==> src/hdl/tcs_pkg.sv <==
`timescale 1ns / 1ps
// Package for the triangle contour segment block.
// Holds payload structs, job and request structs, state enums and constants.
package tcs_pkg;

    localparam int MAX_LEVELS_DEF = 64;
    localparam int JOB_DEPTH      = 2;

    typedef struct packed {
        logic signed [31:0] x0;
        logic signed [31:0] y0;
        logic signed [31:0] v0;
        logic signed [31:0] x1;
        logic signed [31:0] y1;
        logic signed [31:0] v1;
        logic signed [31:0] x2;
        logic signed [31:0] y2;
        logic signed [31:0] v2;
    } t_in;

    typedef struct packed {
        logic signed [31:0] start_x;
        logic signed [31:0] start_y;
        logic signed [31:0] end_x;
        logic signed [31:0] end_y;
        logic signed [31:0] level;
        logic               last;
        logic               clipped;
    } t_out;

    typedef struct packed {
        logic signed [31:0] x;
        logic signed [31:0] y;
        logic signed [31:0] v;
    } t_vtx;

    typedef struct packed {
        t_vtx               vmin;
        t_vtx               vmid;
        t_vtx               vmax;
        logic signed [33:0] first;
        logic [31:0]        stepq;
        logic               clip;
    } t_job;

    typedef struct packed {
        logic signed [31:0] base;
        logic signed [31:0] other;
        logic [31:0]        num;
        logic [31:0]        den;
    } t_edge_req;

    typedef enum logic [2:0] {
        FS_IDLE,
        FS_DIV,
        FS_FIRST,
        FS_CLIP,
        FS_PUSH
    } t_front_state;

    typedef enum logic [1:0] {
        BS_IDLE,
        BS_START,
        BS_WAIT,
        BS_OUT
    } t_back_state;

    typedef enum logic [1:0] {
        ES_IDLE,
        ES_MUL,
        ES_DIV,
        ES_FIN
    } t_edge_state;

endpackage

==> src/hdl/tcs_fifo.sv <==
`timescale 1ns / 1ps
// Short job queue between the front end and the back end.
// Depends on tcs_pkg for the job struct and depth.
module tcs_fifo (
    input  logic           i_clk,
    input  logic           i_rst_n,
    input  logic           i_push,
    output logic           o_full,
    input  tcs_pkg::t_job  i_job,
    input  logic           i_pop,
    output logic           o_empty,
    output tcs_pkg::t_job  o_job
);
    import tcs_pkg::*;

    localparam int AW = $clog2(JOB_DEPTH);

    t_job              r_mem [JOB_DEPTH];
    logic [AW-1:0]     r_wp, r_rp;
    logic [AW:0]       r_cnt;
    logic              wr, rd;

    assign o_full  = r_cnt == (AW+1)'(JOB_DEPTH);
    assign o_empty = r_cnt == '0;
    assign wr      = i_push && !o_full;
    assign rd      = i_pop && !o_empty;
    assign o_job   = r_mem[r_rp];

    always_ff @(posedge i_clk) begin
        if (!i_rst_n) begin
            r_wp  <= '0;
            r_rp  <= '0;
            r_cnt <= '0;
        end else begin
            if (wr) begin
                r_wp <= (r_wp == AW'(JOB_DEPTH - 1)) ? '0 : r_wp + 1'b1;
            end
            if (rd) begin
                r_rp <= (r_rp == AW'(JOB_DEPTH - 1)) ? '0 : r_rp + 1'b1;
            end
            r_cnt <= r_cnt + (AW+1)'(wr) - (AW+1)'(rd);
        end
    end

    always_ff @(posedge i_clk) begin
        if (wr) begin
            r_mem[r_wp] <= i_job;
        end
    end

endmodule

==> config.mk <==
export PLATFORM = sky130hd
export DESIGN_NAME = tcs_fifo
export DESIGN_NICKNAME = d
export VERILOG_FILES = /design/src/hdl/tcs_pkg.sv /design/src/hdl/tcs_fifo.sv
export SDC_FILE = /design/constraint.sdc
export NUM_CORES = 1
export LEC_CHECK = 0
export BUFFER_PORTS_ARGS = -buffer_cell sky130_fd_sc_hd__buf_4
export CAP_MARGIN = 5
export CELL_PAD_IN_SITES_DETAIL_PLACEMENT = 0
export CELL_PAD_IN_SITES_GLOBAL_PLACEMENT = 1
export CORE_AREA = 2 2 278 280
export DETAILED_ROUTE_END_ITERATION = 12
export DIE_AREA = 0 0 280 282
export PLACE_DENSITY = 0.63
export SETUP_SLACK_MARGIN = 0.4
export SYNTH_ARGS = -nofsm -noshare
export SYNTH_HDL_FRONTEND = slang
export SYNTH_SLANG_ARGS = --single-unit
==> constraint.sdc <==
create_clock -name i_clk -period 22.1 [get_ports i_clk]
set_input_delay 1.105 -clock i_clk [delete_from_list [all_inputs] [get_ports i_clk]]
set_output_delay 1.105 -clock i_clk [all_outputs]
set_load 0.02 [all_outputs]
==> metrics.yaml <==
p_per_area_nw_per_um2: 127.6
hold_ws_ns: 0.5178
fin_skew_ns: 0.01845
hp-start: "r_rp"
clkLatencyLatePin_ns: 0.62
die_height_um: 282
grt_overflow: 0
vdd_drop_max_mv: 0.08860
path_cells: "buf_4, buf_4, mux2_2, buf_4"
syn_area_um2: 26190
place_hpwl_mm: 45.72
ys_ff_latch: 715
place_area_um2: 32450
synth_commonest_cells: "edfxtp_1 (710), mux2_2 (285), mux2_4 (49), buf_6 (40), mux2_1 (21)"
cts_resized: 0
p_leak_nw: 12.98
reg2reg_depth: 4
hold_end: "r_rp"
path_buf_inv: 3
synthToLayoutAreaGrowth_pct: 33.90
fillerInstances: 6569
drtPass1Iterations: 4
synthFlopType: "edfxtp_1"
grt_pass1_wl_mm: 92.58
fin_tns_setup_ns: 0
min_period_ns: 5.120
yosys.area.top_type_share: 0.8142
max_freq_mhz: 195.3
grtUsageTotal: 0.1601
via_per_inst: 4.573
crit_path_top_delay_cell: "dfxtp_4"
ys_warn_count: 0
final_cell_area_um2: 35060
p_total_w: 0.004474
fin_nets: 2258
design.core.area_um2: 75700
routed_wl_mm: 66.65
cts_root_buffer: "clkbuf_16"
reg2reg_slack_ns: 18.32
outcome: "finished, final reports clean"
critPathMaxFanout: 66
post-synth-top-count-cell: "edfxtp_1"
async_flop_share: 0
relSlewSlack: 0.09339
crit_required_ns: 21.00
grt_pass1_vias: 14080
postRouteAntennaNets: 0
antenna_found_initial: 16
cp_top_family: "buffers and inverters"
drt-wirelength-per-cell_um: 22.61
endpoint_kind: "output port"
drc_errors: 0
synth_area_leader_cell: "edfxtp_1"
post_cts_buffers: 0
hold_buffers: 0
cts.sinks: 715
initial_utilization: 0.3459
hold_depth: 2
worst_path_largest_cell_delay_ns: 0.92
via_count: 13480
post-route-period-util: 0.2317
synth_nets: 1493
synth_area_leaders: "edfxtp_1 (81%), mux2_2 (12%), mux2_4 (2.8%)"
r2r_end: "r_mem[1][113]"
finalMaxSlewViolations: 0
ys_types: 18
cts.htree.levels: 3
gp_congestion: 0.8084
max_cap_viol_count: 0
clk_pin_slew_ns: 0.05
grt_max_degree: 169
clockBufferDepth: 3
syn_avg_cell_area_um2: 23.13
io_pins: 716
worstMarginPinSlew_ns: 1.360
rsz0062_at_grt: "no"
cts_tree: "yes"
port_buffers: 715
worstPathArrival_ns: 4.02
worst_setup_path_start_kind: "flip-flop"
hold_class: "flip-flop to flip-flop"
finalHoldViolCount: 0
regToRegStartpoint: "r_cnt[0]"
syn_inst: 1132
worst-setup-path-type: "flip-flop to output port"
numCtsBuffers: 80
setup-violations-final: 0
die_w_um: 280
synth_edf_count: 710
yosysSeqAreaShare: 0.8180
dieArea_um2: 78960
fp-row-count: 101
initialDrtViolationCount: 835
cp_common_cell: "buf_4"
drive_gt1_frac: 0.6002
## report_power, final
part | switching [W] | internal [W] | leakage, nW
registers | 0.0000694 | 0.00175 | 6.67
logic | 0.000757 | 0.000600 | 5.05
clock network | 0.000540 | 0.000753 | 1.26
## kinds of logic (layout without fill, tap and decap cells)
| family | after synthesis | after routing | synth area share |
|---|---|---|---|
| compound gates | 1 | 1 | 0.0002868 |
| xor+xnor | 2 | 2 | 0.0006691 |
| fa+ha+maj | 2 | 2 | 0.0009555 |
| buf+inv | 43 | 872 | 0.01763 |
| flops | 715 | 715 | 0.8180 |
| mux | 356 | 356 | 0.1601 |
| other cells | 0 | 9 | 0 |
| simple gates | 13 | 13 | 0.002389 |
## cells in the final DEF (no fill, tap or decap), drive strengths merged
cell type  instances
clkinv            40
xor2               1
bufinv             7
nand2b             2
mux2i              1
mux2             355
clkinvlp           4
edfxtp           710
inv                7
diode              9
o21a               1
clkbuf            91
nor3               1
nor2               5
and3               1
nand2              2
xnor2              1
and2               2
ha                 2
dfxtp              5
buf              723
## per-stage QoR
step,utilization,cells,worst slack [ns]
final,0.4632,2948,16.98
after global routing,0.4631,2944,16.74
after CTS,0.4629,2939,16.89
after detailed placement,0.4287,2793,17.57
after global placement,0.4287,2793,17.66
after floorplan,-,1132,5.130
## worst min-delay path, delay by kind of cell, from the launching register on
kind / cells / cell delay [ns]
DFF: 1 / 0.32
and+or+nand+nor: 1 / 0.08
xor gates and xnor gates: 1 / 0.08
## worst max-delay path by stage
stage                     cells past startpoint  slack [ns]      start             to
final                                         4       16.98  flip-flop     o_job[118]
after detailed placement                      4       17.57  flip-flop     o_job[118]
after global placement                        4       17.66     i_push  r_mem[1][122]
after global routing                          4       16.74  flip-flop     o_job[118]
after CTS                                     4       16.89  flip-flop     o_job[118]
after floorplan                               2        5.13     i_push    r_mem[0][0]
## state kept, by name (all words and copies together) (netlist names), named ones only
signal  cells
r_mem     710
r_cnt       2
r_rp        1
r_wp        1
## per-layer routing
layer,global-route usage,share of wire,vias to the layer above
li1,-,-,6069
met1,0.1834,0.37,6742
met2,0.2717,0.51,531
met3,0.05800,0.086,124
met4,0.06541,0.030,14
met5,0,0.0013,-
## area by class of cell
| cell class | instances | area [um2] | share of cell area |
|---|---|---|---|
| inverters | 3 | 11.26 | 0.0003212 |
| well taps | 978 | 1224 | 0.03490 |
| clock inverters | 55 | 543.0 | 0.01549 |
| diodes | 9 | 22.52 | 0.0006423 |
| flip-flops and latches | 715 | 21420 | 0.6110 |
| repair buffers | 723 | 5478 | 0.1562 |
| multi-input cells | 374 | 4317 | 0.1231 |
| clock buffers | 91 | 2043 | 0.05827 |
Power figures use the tool's default switching activity.
