## src/hdl/tcs_pkg.sv

```systemverilog
`timescale 1ns / 1ps
// Package for the triangle contour segment block.
// Holds payload structs, job and request structs, state enums and constants.
package tcs_pkg;

    localparam int MAX_LEVELS_DEF = 64;
    localparam int JOB_DEPTH      = 2;

    typedef struct packed {
        logic signed [31:0] x0;
        logic signed [31:0] y0;
        logic signed [31:0] v0;
        logic signed [31:0] x1;
        logic signed [31:0] y1;
        logic signed [31:0] v1;
        logic signed [31:0] x2;
        logic signed [31:0] y2;
        logic signed [31:0] v2;
    } t_in;

    typedef struct packed {
        logic signed [31:0] start_x;
        logic signed [31:0] start_y;
        logic signed [31:0] end_x;
        logic signed [31:0] end_y;
        logic signed [31:0] level;
        logic               last;
        logic               clipped;
    } t_out;

    typedef struct packed {
        logic signed [31:0] x;
        logic signed [31:0] y;
        logic signed [31:0] v;
    } t_vtx;

    typedef struct packed {
        t_vtx               vmin;
        t_vtx               vmid;
        t_vtx               vmax;
        logic signed [33:0] first;
        logic [31:0]        stepq;
        logic               clip;
    } t_job;

    typedef struct packed {
        logic signed [31:0] base;
        logic signed [31:0] other;
        logic [31:0]        num;
        logic [31:0]        den;
    } t_edge_req;

    typedef enum logic [2:0] {
        FS_IDLE,
        FS_DIV,
        FS_FIRST,
        FS_CLIP,
        FS_PUSH
    } t_front_state;

    typedef enum logic [1:0] {
        BS_IDLE,
        BS_START,
        BS_WAIT,
        BS_OUT
    } t_back_state;

    typedef enum logic [1:0] {
        ES_IDLE,
        ES_MUL,
        ES_DIV,
        ES_FIN
    } t_edge_state;

endpackage

```

## src/hdl/tcs_front.sv

```systemverilog
`timescale 1ns / 1ps
// Front end: accepts a triangle, sorts its vertices by value and finds the
// first contour level and the clip flag. Depends on tcs_pkg.
module tcs_front #(
    parameter int MaxLevels = tcs_pkg::MAX_LEVELS_DEF
) (
    input  logic           i_clk,
    input  logic           i_rst_n,
    input  logic           i_push,
    output logic           o_full,
    input  tcs_pkg::t_in   i_in,
    input  logic [31:0]    i_stepq,
    output logic           o_job_push,
    input  logic           i_job_full,
    output tcs_pkg::t_job  o_job
);
    import tcs_pkg::*;

    localparam int SpanW = 34 + $clog2(MaxLevels + 1);

    t_front_state r_state, n_state;
    t_vtx         r_vmin, r_vmid, r_vmax;
    logic         r_neg;
    logic [31:0]  r_dvd;
    logic [31:0]  r_rem;
    logic [4:0]   r_cnt;
    logic [31:0]  r_stepq;
    logic signed [33:0] r_first;
    logic         r_clip;
    logic [SpanW-1:0] r_span;

    t_vtx         vtx [3];
    logic [1:0]   imin, imax, imid;
    logic [32:0]  rem_sh;
    logic         rem_ge;
    logic signed [33:0] vmin_e, n_first;
    logic signed [SpanW-1:0] clip_lvl, vmax_w;

    always_comb begin
        vtx[0] = '{x: i_in.x0, y: i_in.y0, v: i_in.v0};
        vtx[1] = '{x: i_in.x1, y: i_in.y1, v: i_in.v1};
        vtx[2] = '{x: i_in.x2, y: i_in.y2, v: i_in.v2};
        imax = 2'd0;
        imin = 2'd0;
        if (i_in.v1 > i_in.v0) begin
            imax = 2'd1;
        end
        if (i_in.v1 < i_in.v0) begin
            imin = 2'd1;
        end
        if (i_in.v2 > vtx[imax].v) begin
            imax = 2'd2;
        end
        if (i_in.v2 < vtx[imin].v) begin
            imin = 2'd2;
        end
        imid = (imin == imax) ? 2'd1 : 2'(2'd3 - imin - imax);
    end

    assign rem_sh = {r_rem, r_dvd[31]};
    assign rem_ge = rem_sh >= {1'b0, r_stepq};

    always_comb begin
        vmin_e = 34'(r_vmin.v);
        if (!r_neg) begin
            n_first = (r_rem != 32'd0) ?
                vmin_e + $signed({2'b00, r_stepq}) - $signed({2'b00, r_rem}) : vmin_e;
        end else begin
            n_first = vmin_e + $signed({2'b00, r_rem});
        end
        clip_lvl = SpanW'(r_first) + $signed(r_span);
        vmax_w   = SpanW'(r_vmax.v);
    end

    always_comb begin
        n_state    = r_state;
        o_full     = 1'b1;
        o_job_push = 1'b0;
        case (r_state)
            FS_IDLE: begin
                o_full = 1'b0;
                if (i_push) begin
                    n_state = FS_DIV;
                end
            end
            FS_DIV: begin
                if (r_cnt == 5'd31) begin
                    n_state = FS_FIRST;
                end
            end
            FS_FIRST: begin
                n_state = FS_CLIP;
            end
            FS_CLIP: begin
                n_state = (r_first > 34'(r_vmax.v)) ? FS_IDLE : FS_PUSH;
            end
            FS_PUSH: begin
                if (!i_job_full) begin
                    o_job_push = 1'b1;
                    n_state    = FS_IDLE;
                end
            end
            default: begin
                n_state = FS_IDLE;
            end
        endcase
    end

    always_ff @(posedge i_clk) begin
        if (!i_rst_n) begin
            r_state <= FS_IDLE;
        end else begin
            r_state <= n_state;
        end
    end

    always_ff @(posedge i_clk) begin
        r_span <= SpanW'(MaxLevels) * SpanW'(i_stepq);
        case (r_state)
            FS_IDLE: begin
                r_vmin  <= vtx[imin];
                r_vmid  <= vtx[imid];
                r_vmax  <= vtx[imax];
                r_neg   <= vtx[imin].v[31];
                r_dvd   <= vtx[imin].v[31] ? 32'(-33'(vtx[imin].v)) : vtx[imin].v;
                r_rem   <= 32'd0;
                r_cnt   <= 5'd0;
                r_stepq <= i_stepq;
            end
            FS_DIV: begin
                r_rem <= rem_ge ? 32'(rem_sh - {1'b0, r_stepq}) : rem_sh[31:0];
                r_dvd <= {r_dvd[30:0], 1'b0};
                r_cnt <= r_cnt + 5'd1;
            end
            FS_FIRST: begin
                r_first <= n_first;
            end
            FS_CLIP: begin
                r_clip <= clip_lvl <= vmax_w;
            end
            default: begin
            end
        endcase
    end

    assign o_job = '{vmin: r_vmin, vmid: r_vmid, vmax: r_vmax, first: r_first,
                     stepq: r_stepq, clip: r_clip};

endmodule

```

## config.mk

```make
export PLATFORM = sky130hd
export DESIGN_NAME = tcs_front
export DESIGN_NICKNAME = d
export VERILOG_FILES = /design/src/hdl/tcs_pkg.sv /design/src/hdl/tcs_front.sv
export SDC_FILE = /design/constraint.sdc
export NUM_CORES = 1
export LEC_CHECK = 0
export BUFFER_PORTS_ARGS = -buffer_cell sky130_fd_sc_hd__buf_2
export CORE_MARGIN = 2
export CORE_UTILIZATION = 25
export DETAILED_ROUTE_END_ITERATION = 12
export GPL_TIMING_DRIVEN = 0
export PLACE_DENSITY = 0.53
export SLEW_MARGIN = 25
export SYNTH_ARGS = -nofsm -noshare
export SYNTH_HDL_FRONTEND = slang
export SYNTH_SLANG_ARGS = --single-unit
```

## constraint.sdc

```tcl
create_clock -name i_clk -period 20.1 [get_ports i_clk]
set_input_delay 5.025 -clock i_clk [delete_from_list [all_inputs] [get_ports i_clk]]
set_output_delay 5.025 -clock i_clk [all_outputs]
set_load 0.02 [all_outputs]
```

==> out/metrics.csv <==
stage,metric,value,unit
critical_path,r2r-end,r_clip$_DFFE_PN_,
logic_synthesis,ys_types,85,
global_routing,grtUsageTotal,22.3,%
floorplan,die_height,372,µm
timing,worst_pin_slew,1.05,ns
timing,fin_crit,13.77,ns
timing,hold_violations,0,
critical_path,cpPeakStageDelay,0.66,ns
global_routing,antenna_found_initial,86,
critical_path,critPathLaunch,i_in[210],
critical_path,crit_end,r_dvd[26]$_DFFE_PP_,
layout,syn2layout_area_growth,23.6,%
routing,drc,0,
critical_path,end_kind,register,
placement,dp_hpwl,132,mm
global_routing,grt_pass1_wl,221,mm
critical_path,critPathArrivalTime,14.16,ns
routing,ant_nets,0,
logic_synthesis,synth_edf_count,424,
logic_synthesis,syn-num-nets,4078,
placement,io_buffers,680,
routing,vias,30096,
routing,viasPerCell,5.02,
timing,fin_crit_sh,68.5,%
pwr,p_leak,19.0,nW
cts,hold_buffers,0,
critical_path,cp_max_fo,10,
timing,max_slew_margin,29.6,%
logic_synthesis,ys_seq_area_share,39.7,%
critical_path,start_kind,primary input,
timing,drv_slew,0,
critical_path,slowest_stage,nor4_2,
timing,fmax,72.6,MHz
cts,tritoncts,done,
logic_synthesis,synth_top_family_by_area,compound AO/OA/AOI/OAI gates,
cts,post-cts-setup-buffer-count,0,
critical_path,reg2regPathDepth,24,
logic_synthesis,synth-xor-area-share,3.37,%
critical_path,cpMostUsedCell,buf_2,
timing,skew,0.0269,ns
global_routing,grt_pass1_vias,29970,
logic_synthesis,async_flop_share,0,%
logic_synthesis,synth_flop_cell,edfxtp_1,
critical_path,r2r_setup_slack,13.16,ns
cts,cts.repair.resized,0,
logic_synthesis,synthMuxAreaShare,9.39,%
floorplan,fp.dieArea,138000,µm²
logic_synthesis,avgSynthCellArea,9.97,µm²
timing,rsz0062_at_grt,no,
placement,place_congestion,0.956,
timing,setup_violations,0,
cts,cts_buffers,61,
critical_path,crit_type,primary input to register,
routing,dr.pass1.iters,5,
pwr,powerDensity,139,nW/µm²
floorplan,rows,134,
global_routing,grt_overflow_total,0,
critical_path,crit_family,compound AO/OA/AOI/OAI gates,
floorplan,core-area,134000,µm²
routing,routedWlPerCell,26.5,µm
floorplan,fp.dieW,372,µm
critical_path,critPathRequiredTime,20.50,ns
logic_synthesis,synth-seq-cells,459,
global_routing,grt_max_degree,89,
logic_synthesis,ys_warn_count,0,
layout,fin_area,41800,µm²
logic_synthesis,synth_fa_ha_area_share,14.3,%
floorplan,initial_core_util,25.3,%
critical_path,path_depth,32,
logic_synthesis,syn_inst,3390,
logic_synthesis,syn_area,33800,µm²
cts,clk_path_buf_depth,3,
cts,cts_root_buf,clkbuf_16,
run,maxCapViolCount,0,
logic_synthesis,synth_compound_area_share,17.0,%
timing,fin_tns_setup,0,ns
routing,drt_iter0_markers,1962,
cts,clk_pin_slew_worst_paths,0.06,ns
layout,nets,4831,
floorplan,ios,681,
placement,postPlaceCellArea,39600,µm²
cts,cts.sinks,459,
logic_synthesis,synthSimpleGateAreaFrac,11.2,%
outcome,status,completed,
critical_path,reg2reg_from,r_first[6]$_DFFE_PP_,
pwr,peakVddDrop,77.7,µV
cts,cts_max_level,2,
critical_path,crit_buf_inv,10,
hold_path,min_path_type,register to register,
cts,clock_latency,0.67,ns
layout,fill_cells,14157,
layout,drive_gt1_share,21.2,%
routing,wirelength,159,mm
## state kept, by name, indices dropped and copies added, names as in the netlist
register	cells
o_job	288
r_state	3
r_stepq	32
r_dvd	32
r_rem	32
r_span	32
r_cnt	5
r_first	34
r_clip	1
## synth_stat cells, types with 6 or more instances
cell	n	area, µm²
a21o_1	75	563
o21bai_1	16	120
o211ai_1	13	97.6
and2_1	10	62.6
nor3_1	51	255
or2_2	12	75.1
buf_2	31	155
dfxtp_1	35	701
nor2_1	252	946
nor4_1	24	150
nand2b_1	27	169
a31oi_1	20	125
a21oi_1	231	1160
fa_1	35	701
xnor2_1	94	823
xor2_1	36	315
buf_1	15	56.3
a2111oi_0	8	70.1
buf_4	15	113
nor2b_1	32	200
or4_1	6	45.0
o211a_1	7	70.1
and3_1	13	81.3
o31ai_1	18	135
o31a_1	8	70.1
a41oi_1	6	52.6
nand2_1	241	905
inv_1	286	1070
or3_1	21	131
a31o_2	8	70.1
nand4_1	42	263
o2bb2ai_1	98	858
o21ai_0	249	1250
edfxtp_1	424	12700
clkbuf_1	74	278
ha_1	329	4120
mux2i_1	310	3100
nor3b_1	7	52.6
o21ai_1	10	50.1
nand3_1	45	225
a211oi_1	49	368
o21a_1	29	218
## logic make-up (layout without fill, tap and decap cells)
group / Yosys count / count (layout)
AOI/OAI and AO/OA: 889 / 889
xor gates and xnor gates: 130 / 130
adders and majority gates: 364 / 364
buffers and inverters: 426 / 1230
DFF: 459 / 459
muxes: 316 / 316
other: 0 / 33
and+or+nand+nor: 806 / 806
## cell type report
cell class / instances / area [µm²] / share of cell area [%]
Multi-Input combinational cell: 2505 / 18700 / 44.7
Sequential cell: 459 / 13400 / 32.2
Timing Repair Buffer: 690 / 3590 / 8.60
Tap cell: 1768 / 2210 / 5.30
Clock buffer: 72 / 1600 / 3.83
Inverter: 288 / 1090 / 2.61
Buffer: 138 / 648 / 1.55
Clock inverter: 42 / 448 / 1.07
Antenna cell: 33 / 82.6 / 0.198
## per-stage QoR
stage / hold WS (ns) / setup WS, ns / util [%] / total power (W) / cells
after floorplan: 0.495 / 8.45 / - / 0.00359 / 3390
after global placement: 0.509 / 3.06 / 29.5 / 0.00472 / 5838
after detailed placement: 0.510 / 5.63 / 29.6 / 0.00470 / 5848
after CTS: 0.518 / 6.33 / 31.2 / 0.00587 / 5962
after global routing: 0.535 / 5.87 / 31.2 / 0.00617 / 5976
final: 0.520 / 6.33 / 31.2 / 0.00581 / 5995
## cell usage in the layout (no fill, tap or decap), types with 94 or more instances in the layout
cell type / count
ha_1: 329
mux2i_1: 310
nor2_1: 250
buf_2: 714
a21oi_1: 231
o2bb2ai_1: 98
nand2_1: 241
inv_1: 285
xnor2_1: 94
edfxtp_1: 424
o21ai_0: 249
## worst min path at each step
stage / from / cells after the start / to
finish: r_dvd[2]$_DFFE_PP_ / 2 / r_dvd[3]$_DFFE_PP_
global route: r_dvd[2]$_DFFE_PP_ / 2 / r_dvd[3]$_DFFE_PP_
CTS: r_dvd[2]$_DFFE_PP_ / 2 / r_dvd[3]$_DFFE_PP_
detailed placement: r_dvd[2]$_DFFE_PP_ / 2 / r_dvd[3]$_DFFE_PP_
global placement: r_dvd[1]$_DFFE_PP_ / 2 / r_dvd[2]$_DFFE_PP_
floorplan: r_dvd[21]$_DFFE_PP_ / 2 / r_dvd[22]$_DFFE_PP_
## tightest hold or removal path: cells and delay by family (launching register included)
family | cells | cell delay, ns
AOI/OAI and AO/OA | 1 | 0.06
DFF | 1 | 0.32
and+or+nand+nor | 1 | 0.04
## power by group
part	switching [W]	total [W]	internal [W]
clock	0.000476	0.00114	0.000660
combinational	0.00195	0.00300	0.00105
sequential	0.000201	0.00167	0.00147
total	0.00263	0.00581	0.00318
## routing by layer
layer / vias to the layer above / share of wire (%) / track usage, %
met1: 14644 / 37 / 25.3
li1: 14020 / - / -
met5: - / 0.36 / 0
met4: 92 / 4.0 / 8.48
met2: 1035 / 49 / 39.1
met3: 305 / 8.9 / 6.91
(Power assumes the default switching activity.)
