### config.mk
export PLATFORM = sky130hd
export DESIGN_NAME = tcs_back
export DESIGN_NICKNAME = d
export VERILOG_FILES = /design/src/hdl/tcs_pkg.sv /design/src/hdl/tcs_edge.sv /design/src/hdl/tcs_back.sv
export SDC_FILE = /design/constraint.sdc
export NUM_CORES = 2
export LEC_CHECK = 0
export ABC_AREA = 1
export BUFFER_PORTS_ARGS = -buffer_cell sky130_fd_sc_hd__buf_2
export CORE_MARGIN = 4
export CORE_UTILIZATION = 59
export DETAILED_ROUTE_END_ITERATION = 8
export GPL_ROUTABILITY_DRIVEN = 1
export PLACE_DENSITY_LB_ADDON = 0.12
export SYNTH_ARGS = -nofsm -noshare
export SYNTH_HDL_FRONTEND = slang
export SYNTH_SLANG_ARGS = --single-unit
### constraint.sdc
create_clock -name i_clk -period 20.5 [get_ports i_clk]
set_input_delay 1.025 -clock i_clk [delete_from_list [all_inputs] [get_ports i_clk]]
set_output_delay 1.025 -clock i_clk [all_outputs]
set_load 0.02 [all_outputs]
### src/hdl/tcs_pkg.sv
`timescale 1ns / 1ps
// Package for the triangle contour segment block.
// Holds payload structs, job and request structs, state enums and constants.
package tcs_pkg;

    localparam int MAX_LEVELS_DEF = 64;
    localparam int JOB_DEPTH      = 2;

    typedef struct packed {
        logic signed [31:0] x0;
        logic signed [31:0] y0;
        logic signed [31:0] v0;
        logic signed [31:0] x1;
        logic signed [31:0] y1;
        logic signed [31:0] v1;
        logic signed [31:0] x2;
        logic signed [31:0] y2;
        logic signed [31:0] v2;
    } t_in;

    typedef struct packed {
        logic signed [31:0] start_x;
        logic signed [31:0] start_y;
        logic signed [31:0] end_x;
        logic signed [31:0] end_y;
        logic signed [31:0] level;
        logic               last;
        logic               clipped;
    } t_out;

    typedef struct packed {
        logic signed [31:0] x;
        logic signed [31:0] y;
        logic signed [31:0] v;
    } t_vtx;

    typedef struct packed {
        t_vtx               vmin;
        t_vtx               vmid;
        t_vtx               vmax;
        logic signed [33:0] first;
        logic [31:0]        stepq;
        logic               clip;
    } t_job;

    typedef struct packed {
        logic signed [31:0] base;
        logic signed [31:0] other;
        logic [31:0]        num;
        logic [31:0]        den;
    } t_edge_req;

    typedef enum logic [2:0] {
        FS_IDLE,
        FS_DIV,
        FS_FIRST,
        FS_CLIP,
        FS_PUSH
    } t_front_state;

    typedef enum logic [1:0] {
        BS_IDLE,
        BS_START,
        BS_WAIT,
        BS_OUT
    } t_back_state;

    typedef enum logic [1:0] {
        ES_IDLE,
        ES_MUL,
        ES_DIV,
        ES_FIN
    } t_edge_state;

endpackage

### src/hdl/tcs_edge.sv
`timescale 1ns / 1ps
// Edge interpolation unit: base + round((other - base) * min(num, den) / den), one
// quotient bit per cycle; a zero den returns base. Depends on tcs_pkg.
module tcs_edge (
    input  logic                i_clk,
    input  logic                i_rst_n,
    input  logic                i_start,
    input  tcs_pkg::t_edge_req  i_req,
    output logic                o_done,
    output logic signed [31:0]  o_res
);
    import tcs_pkg::*;

    t_edge_state        r_state;
    logic               r_done;
    logic               r_neg;
    logic [31:0]        r_mag, r_num, r_den, r_rem;
    logic signed [31:0] r_base, r_res;
    logic [64:0]        r_dvd;
    logic [6:0]         r_cnt;

    logic signed [32:0] delta;
    logic [32:0]        rem_sh;
    logic               rem_ge;
    logic [63:0]        prod;

    assign delta  = 33'(i_req.other) - 33'(i_req.base);
    assign rem_sh = {r_rem, r_dvd[64]};
    assign rem_ge = rem_sh >= {1'b0, r_den};
    assign prod   = r_mag * r_num;

    always_ff @(posedge i_clk) begin
        if (!i_rst_n) begin
            r_state <= ES_IDLE;
            r_done  <= 1'b0;
        end else begin
            r_done <= 1'b0;
            case (r_state)
                ES_IDLE: begin
                    if (i_start) begin
                        if (i_req.den == 32'd0) begin
                            r_done <= 1'b1;
                        end else begin
                            r_state <= ES_MUL;
                        end
                    end
                end
                ES_MUL: begin
                    r_state <= ES_DIV;
                end
                ES_DIV: begin
                    if (r_cnt == 7'd64) begin
                        r_state <= ES_FIN;
                    end
                end
                ES_FIN: begin
                    r_done  <= 1'b1;
                    r_state <= ES_IDLE;
                end
                default: begin
                    r_state <= ES_IDLE;
                end
            endcase
        end
    end

    always_ff @(posedge i_clk) begin
        case (r_state)
            ES_IDLE: begin
                r_res  <= i_req.base;
                r_base <= i_req.base;
                r_neg  <= delta[32];
                r_mag  <= delta[32] ? 32'(-delta) : delta[31:0];
                r_num  <= (i_req.num > i_req.den) ? i_req.den : i_req.num;
                r_den  <= i_req.den;
            end
            ES_MUL: begin
                r_dvd <= {1'b0, prod} + {34'd0, r_den[31:1]};
                r_rem <= 32'd0;
                r_cnt <= 7'd0;
            end
            ES_DIV: begin
                r_rem <= rem_ge ? 32'(rem_sh - {1'b0, r_den}) : rem_sh[31:0];
                r_dvd <= {r_dvd[63:0], rem_ge};
                r_cnt <= r_cnt + 7'd1;
            end
            ES_FIN: begin
                r_res <= r_neg ? r_base - $signed(r_dvd[31:0])
                               : r_base + $signed(r_dvd[31:0]);
            end
            default: begin
            end
        endcase
    end

    assign o_done = r_done;
    assign o_res  = r_res;

endmodule

### src/hdl/tcs_back.sv
`timescale 1ns / 1ps
// Back end: steps through the contour levels of one job and builds each
// segment's start and end points coordinate by coordinate. Depends on tcs_pkg and tcs_edge.
module tcs_back #(
    parameter int MaxLevels = tcs_pkg::MAX_LEVELS_DEF
) (
    input  logic           i_clk,
    input  logic           i_rst_n,
    input  logic           i_job_empty,
    output logic           o_job_pop,
    input  tcs_pkg::t_job  i_job,
    output logic           o_empty,
    input  logic           i_pop,
    output tcs_pkg::t_out  o_out
);
    import tcs_pkg::*;

    localparam int KW = $clog2(MaxLevels + 1);

    t_back_state        r_state, n_state;
    t_job               r_job;
    logic signed [33:0] r_lvl;
    logic [KW-1:0]      r_k;
    logic [1:0]         r_pt;
    logic signed [31:0] r_pts [4];
    logic               r_ovalid;
    t_out               r_out;

    t_edge_req          req;
    logic               e_start, e_done;
    logic signed [31:0] e_res;
    logic               lt_mid, is_last, load;
    logic [31:0]        nmin, dmm;
    logic signed [34:0] nxt;

    always_comb begin
        lt_mid  = r_lvl < 34'(r_job.vmid.v);
        nmin    = 32'(r_lvl - 34'(r_job.vmin.v));
        dmm     = 32'(33'(r_job.vmax.v) - 33'(r_job.vmin.v));
        nxt     = 35'(r_lvl) + $signed({3'b000, r_job.stepq});
        is_last = (r_k == KW'(MaxLevels - 1)) || (nxt > 35'(r_job.vmax.v));
        req.num = nmin;
        req.den = dmm;
        case (r_pt)
            2'd0: begin
                req.base  = r_job.vmin.x;
                req.other = r_job.vmax.x;
            end
            2'd1: begin
                req.base  = r_job.vmin.y;
                req.other = r_job.vmax.y;
            end
            default: begin
                if (lt_mid) begin
                    req.base  = (r_pt == 2'd2) ? r_job.vmin.x : r_job.vmin.y;
                    req.other = (r_pt == 2'd2) ? r_job.vmid.x : r_job.vmid.y;
                    req.den   = 32'(33'(r_job.vmid.v) - 33'(r_job.vmin.v));
                end else begin
                    req.base  = (r_pt == 2'd2) ? r_job.vmax.x : r_job.vmax.y;
                    req.other = (r_pt == 2'd2) ? r_job.vmid.x : r_job.vmid.y;
                    req.num   = 32'(34'(r_job.vmax.v) - r_lvl);
                    req.den   = 32'(33'(r_job.vmax.v) - 33'(r_job.vmid.v));
                end
            end
        endcase
    end

    always_comb begin
        n_state   = r_state;
        o_job_pop = 1'b0;
        e_start   = 1'b0;
        load      = 1'b0;
        case (r_state)
            BS_IDLE: begin
                if (!i_job_empty) begin
                    o_job_pop = 1'b1;
                    n_state   = BS_START;
                end
            end
            BS_START: begin
                e_start = 1'b1;
                n_state = BS_WAIT;
            end
            BS_WAIT: begin
                if (e_done) begin
                    n_state = (r_pt == 2'd3) ? BS_OUT : BS_START;
                end
            end
            BS_OUT: begin
                if (!r_ovalid || i_pop) begin
                    load    = 1'b1;
                    n_state = is_last ? BS_IDLE : BS_START;
                end
            end
            default: begin
                n_state = BS_IDLE;
            end
        endcase
    end

    tcs_edge u_edge (
        .i_clk   (i_clk),
        .i_rst_n (i_rst_n),
        .i_start (e_start),
        .i_req   (req),
        .o_done  (e_done),
        .o_res   (e_res)
    );

    always_ff @(posedge i_clk) begin
        if (!i_rst_n) begin
            r_state  <= BS_IDLE;
            r_ovalid <= 1'b0;
        end else begin
            r_state <= n_state;
            if (load) begin
                r_ovalid <= 1'b1;
            end else if (i_pop) begin
                r_ovalid <= 1'b0;
            end
        end
    end

    always_ff @(posedge i_clk) begin
        if (o_job_pop) begin
            r_job <= i_job;
            r_lvl <= i_job.first;
            r_k   <= '0;
            r_pt  <= 2'd0;
        end
        if (r_state == BS_WAIT && e_done) begin
            r_pts[r_pt] <= e_res;
            r_pt        <= r_pt + 2'd1;
        end
        if (load) begin
            r_out <= '{start_x: r_pts[0], start_y: r_pts[1], end_x: r_pts[2],
                       end_y: r_pts[3], level: 32'(r_lvl), last: is_last,
                       clipped: r_job.clip};
            r_lvl <= 34'(nxt);
            r_k   <= r_k + 1'b1;
        end
    end

    assign o_empty = !r_ovalid;
    assign o_out   = r_out;

endmodule
==> flow_summary.ini <==
[global_route]
grt_pass1_vias = 75700
grt_max_degree = 95
antenna_found_initial = 24
grt_pass1_wl_um = 459000
overflow = 0
track_usage_pct = 38.6

[sta]
setup_viol_count_final = 0
hold_viol_final = 0
hold_ws_ns = 0.409
min_period_over_period_pct = 40.7
period_needed_ns = 8.34
maxSlewViolCount = 0
worstMarginPinSlew_ns = 1.26
rsz0062_at_grt = false
fin_worst_skew_ns = 0.0423
finalSetupTns_ns = 0
relSlewSlack_pct = 15.4
layout_setup_ws_ns = 12.16
max_freq_ghz = 0.120

[synth]
ys_types = 58
post_synth.cell_area_avg_um2 = 8.42
async_flop_share_pct = 0
synth_edf_count = 919
synth_compound_area_share_pct = 7.94
yosysSeqAreaShare_pct = 30.7
synth_seq_cells = 925
yosys_warnings = 0
synthXorXnorAreaFrac_pct = 2.46
syn_nets = 12700
synth_largest_area_cell = edfxtp_1
synth_top_cell_area_share_pct = 30.6
synth.area.mux_share_pct = 0.0554
synthTopCellsByArea = edfxtp_1 31%, fa_1 21%, nand2_1 11%
synthAdderAreaFrac_pct = 30.0
synth_top_family_by_area = adder cells
netlist_instances = 10700
ys.flop_type = edfxtp_1
yosys.area_share.simple_pct = 16.8
mappedNetlistArea_um2 = 90300

[cells_and_area]
syn_to_final_growth_pct = 8.91
final_cell_mix = 2734 x nand2_1, 2552 x inv_1, 937 x fa_1
final_common_cell = nand2_1
design_area_um2 = 98300
nets = 13100
drive_above_1_share_pct = 7.54

[drt]
drtPass1Iterations = 6
drt_iter0_markers = 7607
routed_wl_um = 307000
vias = 75100
routed_via_density = 5.66
drc = 0
dr_wl_met3_um = 34500
wl_met2_um = 133000
wl_met1_um = 121000
top_layer = met5
wl_per_cell_um = 23.2
antenna_left = 0

[placement]
dp_slack_ns = 12.29
io_buffers = 522
hpwl_um = 247000
placed_area_um2 = 95200
gp_congestion = 1.02

[setup_path]
crit_path_start_kind = flip-flop
path_max_fanout = 23
crit_family = adder cells
cp.depth = 25
ff2ff_path_depth = 25
setup.worst_path.class = flip-flop to flip-flop
worstPathArrival_ns = 8.79
worst_setup_path_end_kind = flip-flop
cp.buffers_inverters = 4
cp.required_ns = 20.95
crit_slowest_cell = edfxtp_1
cpMostUsedCell = fa_1
slowest_delay_ns = 0.76

[cts]
clk_latency_ns = 0.74
ctsHoldBuffers = 0
cts_buffer_depth = 3
cts_inserted_buffers = 96
h-tree-depth = 3
clock-sinks = 925
ctsResizeCount = 0
post-cts-setup-buffer-count = 0
clkTransAtPathRegs_ns = 0.07
cts_root_buf = clkbuf_16
tritoncts = built

[flow_run]
cap_viol_max_count = 0

[floorplanning]
pin_count = 523
initial_core_util_pct = 59.4
die_w_um = 399
die_area_um2 = 159000
rows = 143
core_area_um2 = 152000
die_h_um = 399

[hold_path]
whs_path_depth = 0
hold_path.class = flip-flop to flip-flop

[outcome]
status = finished, final reports clean
## path summary, 6_finish.rpt
kind                                       start                to  slack, ns
worst max register to register  u_edge.r_num[23]  u_edge.r_dvd[53]      12.16
worst max-delay path            u_edge.r_num[23]  u_edge.r_dvd[53]      12.16
worst min-delay path                 r_pts[2][3]         o_out[69]       0.41
worst min register to register       r_pts[2][3]         o_out[69]       0.41
## registers in the layout, summed over array words and instances (netlist names), 7 cells and up
| register | cells |
|---|---|
| u_edge.o_res | 32 |
| u_edge.r_base | 32 |
| u_edge.r_num | 32 |
| r_lvl | 34 |
| u_edge.r_cnt | 7 |
| r_k | 7 |
| o_out | 162 |
| r_pts | 128 |
| u_edge.r_dvd | 65 |
| r_job | 321 |
| u_edge.r_rem | 32 |
| u_edge.r_den | 32 |
| u_edge.r_mag | 32 |
## logic make-up (layout without fill, tap and decap cells)
logic type | after synthesis | count (layout)
mux | 5 | 5
simple gates | 3804 | 3804
flops | 925 | 925
compound gates | 1266 | 1266
fa+ha+maj | 1601 | 1601
buf+inv | 2868 | 3372
xor+xnor | 254 | 254
other cells | 0 | 4
## per-layer routing
metal / GRT usage (%) / up-vias
met1: 51.8 / 36200
met5: 0.185 / -
met4: 18.8 / 30
met2: 58.4 / 3937
met3: 10.5 / 755
li1: - / 34100
## cell usage after synthesis (29+ instances only)
master	instances
nand3_1	307
o21ai_0	436
o221ai_1	36
a21oi_1	498
xor2_1	161
a31oi_1	40
xnor2_1	93
nor3_1	76
edfxtp_1	919
or2_2	38
fa_1	937
a21o_1	35
nand4_1	66
o211ai_1	70
inv_1	2555
nor2_1	524
ha_1	664
clkbuf_1	275
o21bai_1	29
nand2_1	2735
## layout make-up
class	instances	area, um^2
diodes	4	10.0
clock buffers	115	2490
clock inverters	59	647
fillers	12900	53800
inverters	2557	9600
multi-input cells	6930	51800
flip-flops and latches	925	27700
well taps	2030	2540
repair buffers	641	3510
## metrics by stage
step / util [%] / std cells
2_1_floorplan: - / 10700
3_3_place_gp: 62.6 / 13100
3_5_place_dp: 62.6 / 13100
4_1_cts: 64.6 / 13300
5_1_grt: 64.6 / 13300
6_report: 64.6 / 13300
## worst reg2reg max path: cells and delay by family (launching register included)
family / cells / cell delay, ns
AND/OR/NAND/NOR: 7 / 0.98
flip-flops: 1 / 0.76
adder cells (fa/ha/maj): 9 / 4.49
AO/OA/AOI/OAI: 5 / 1.24
buffers and inverters: 4 / 0.62
Power is left out: the tool's default activity adds up to more than one toggle a clock period on the data nets, which glitch-free logic cannot reach.
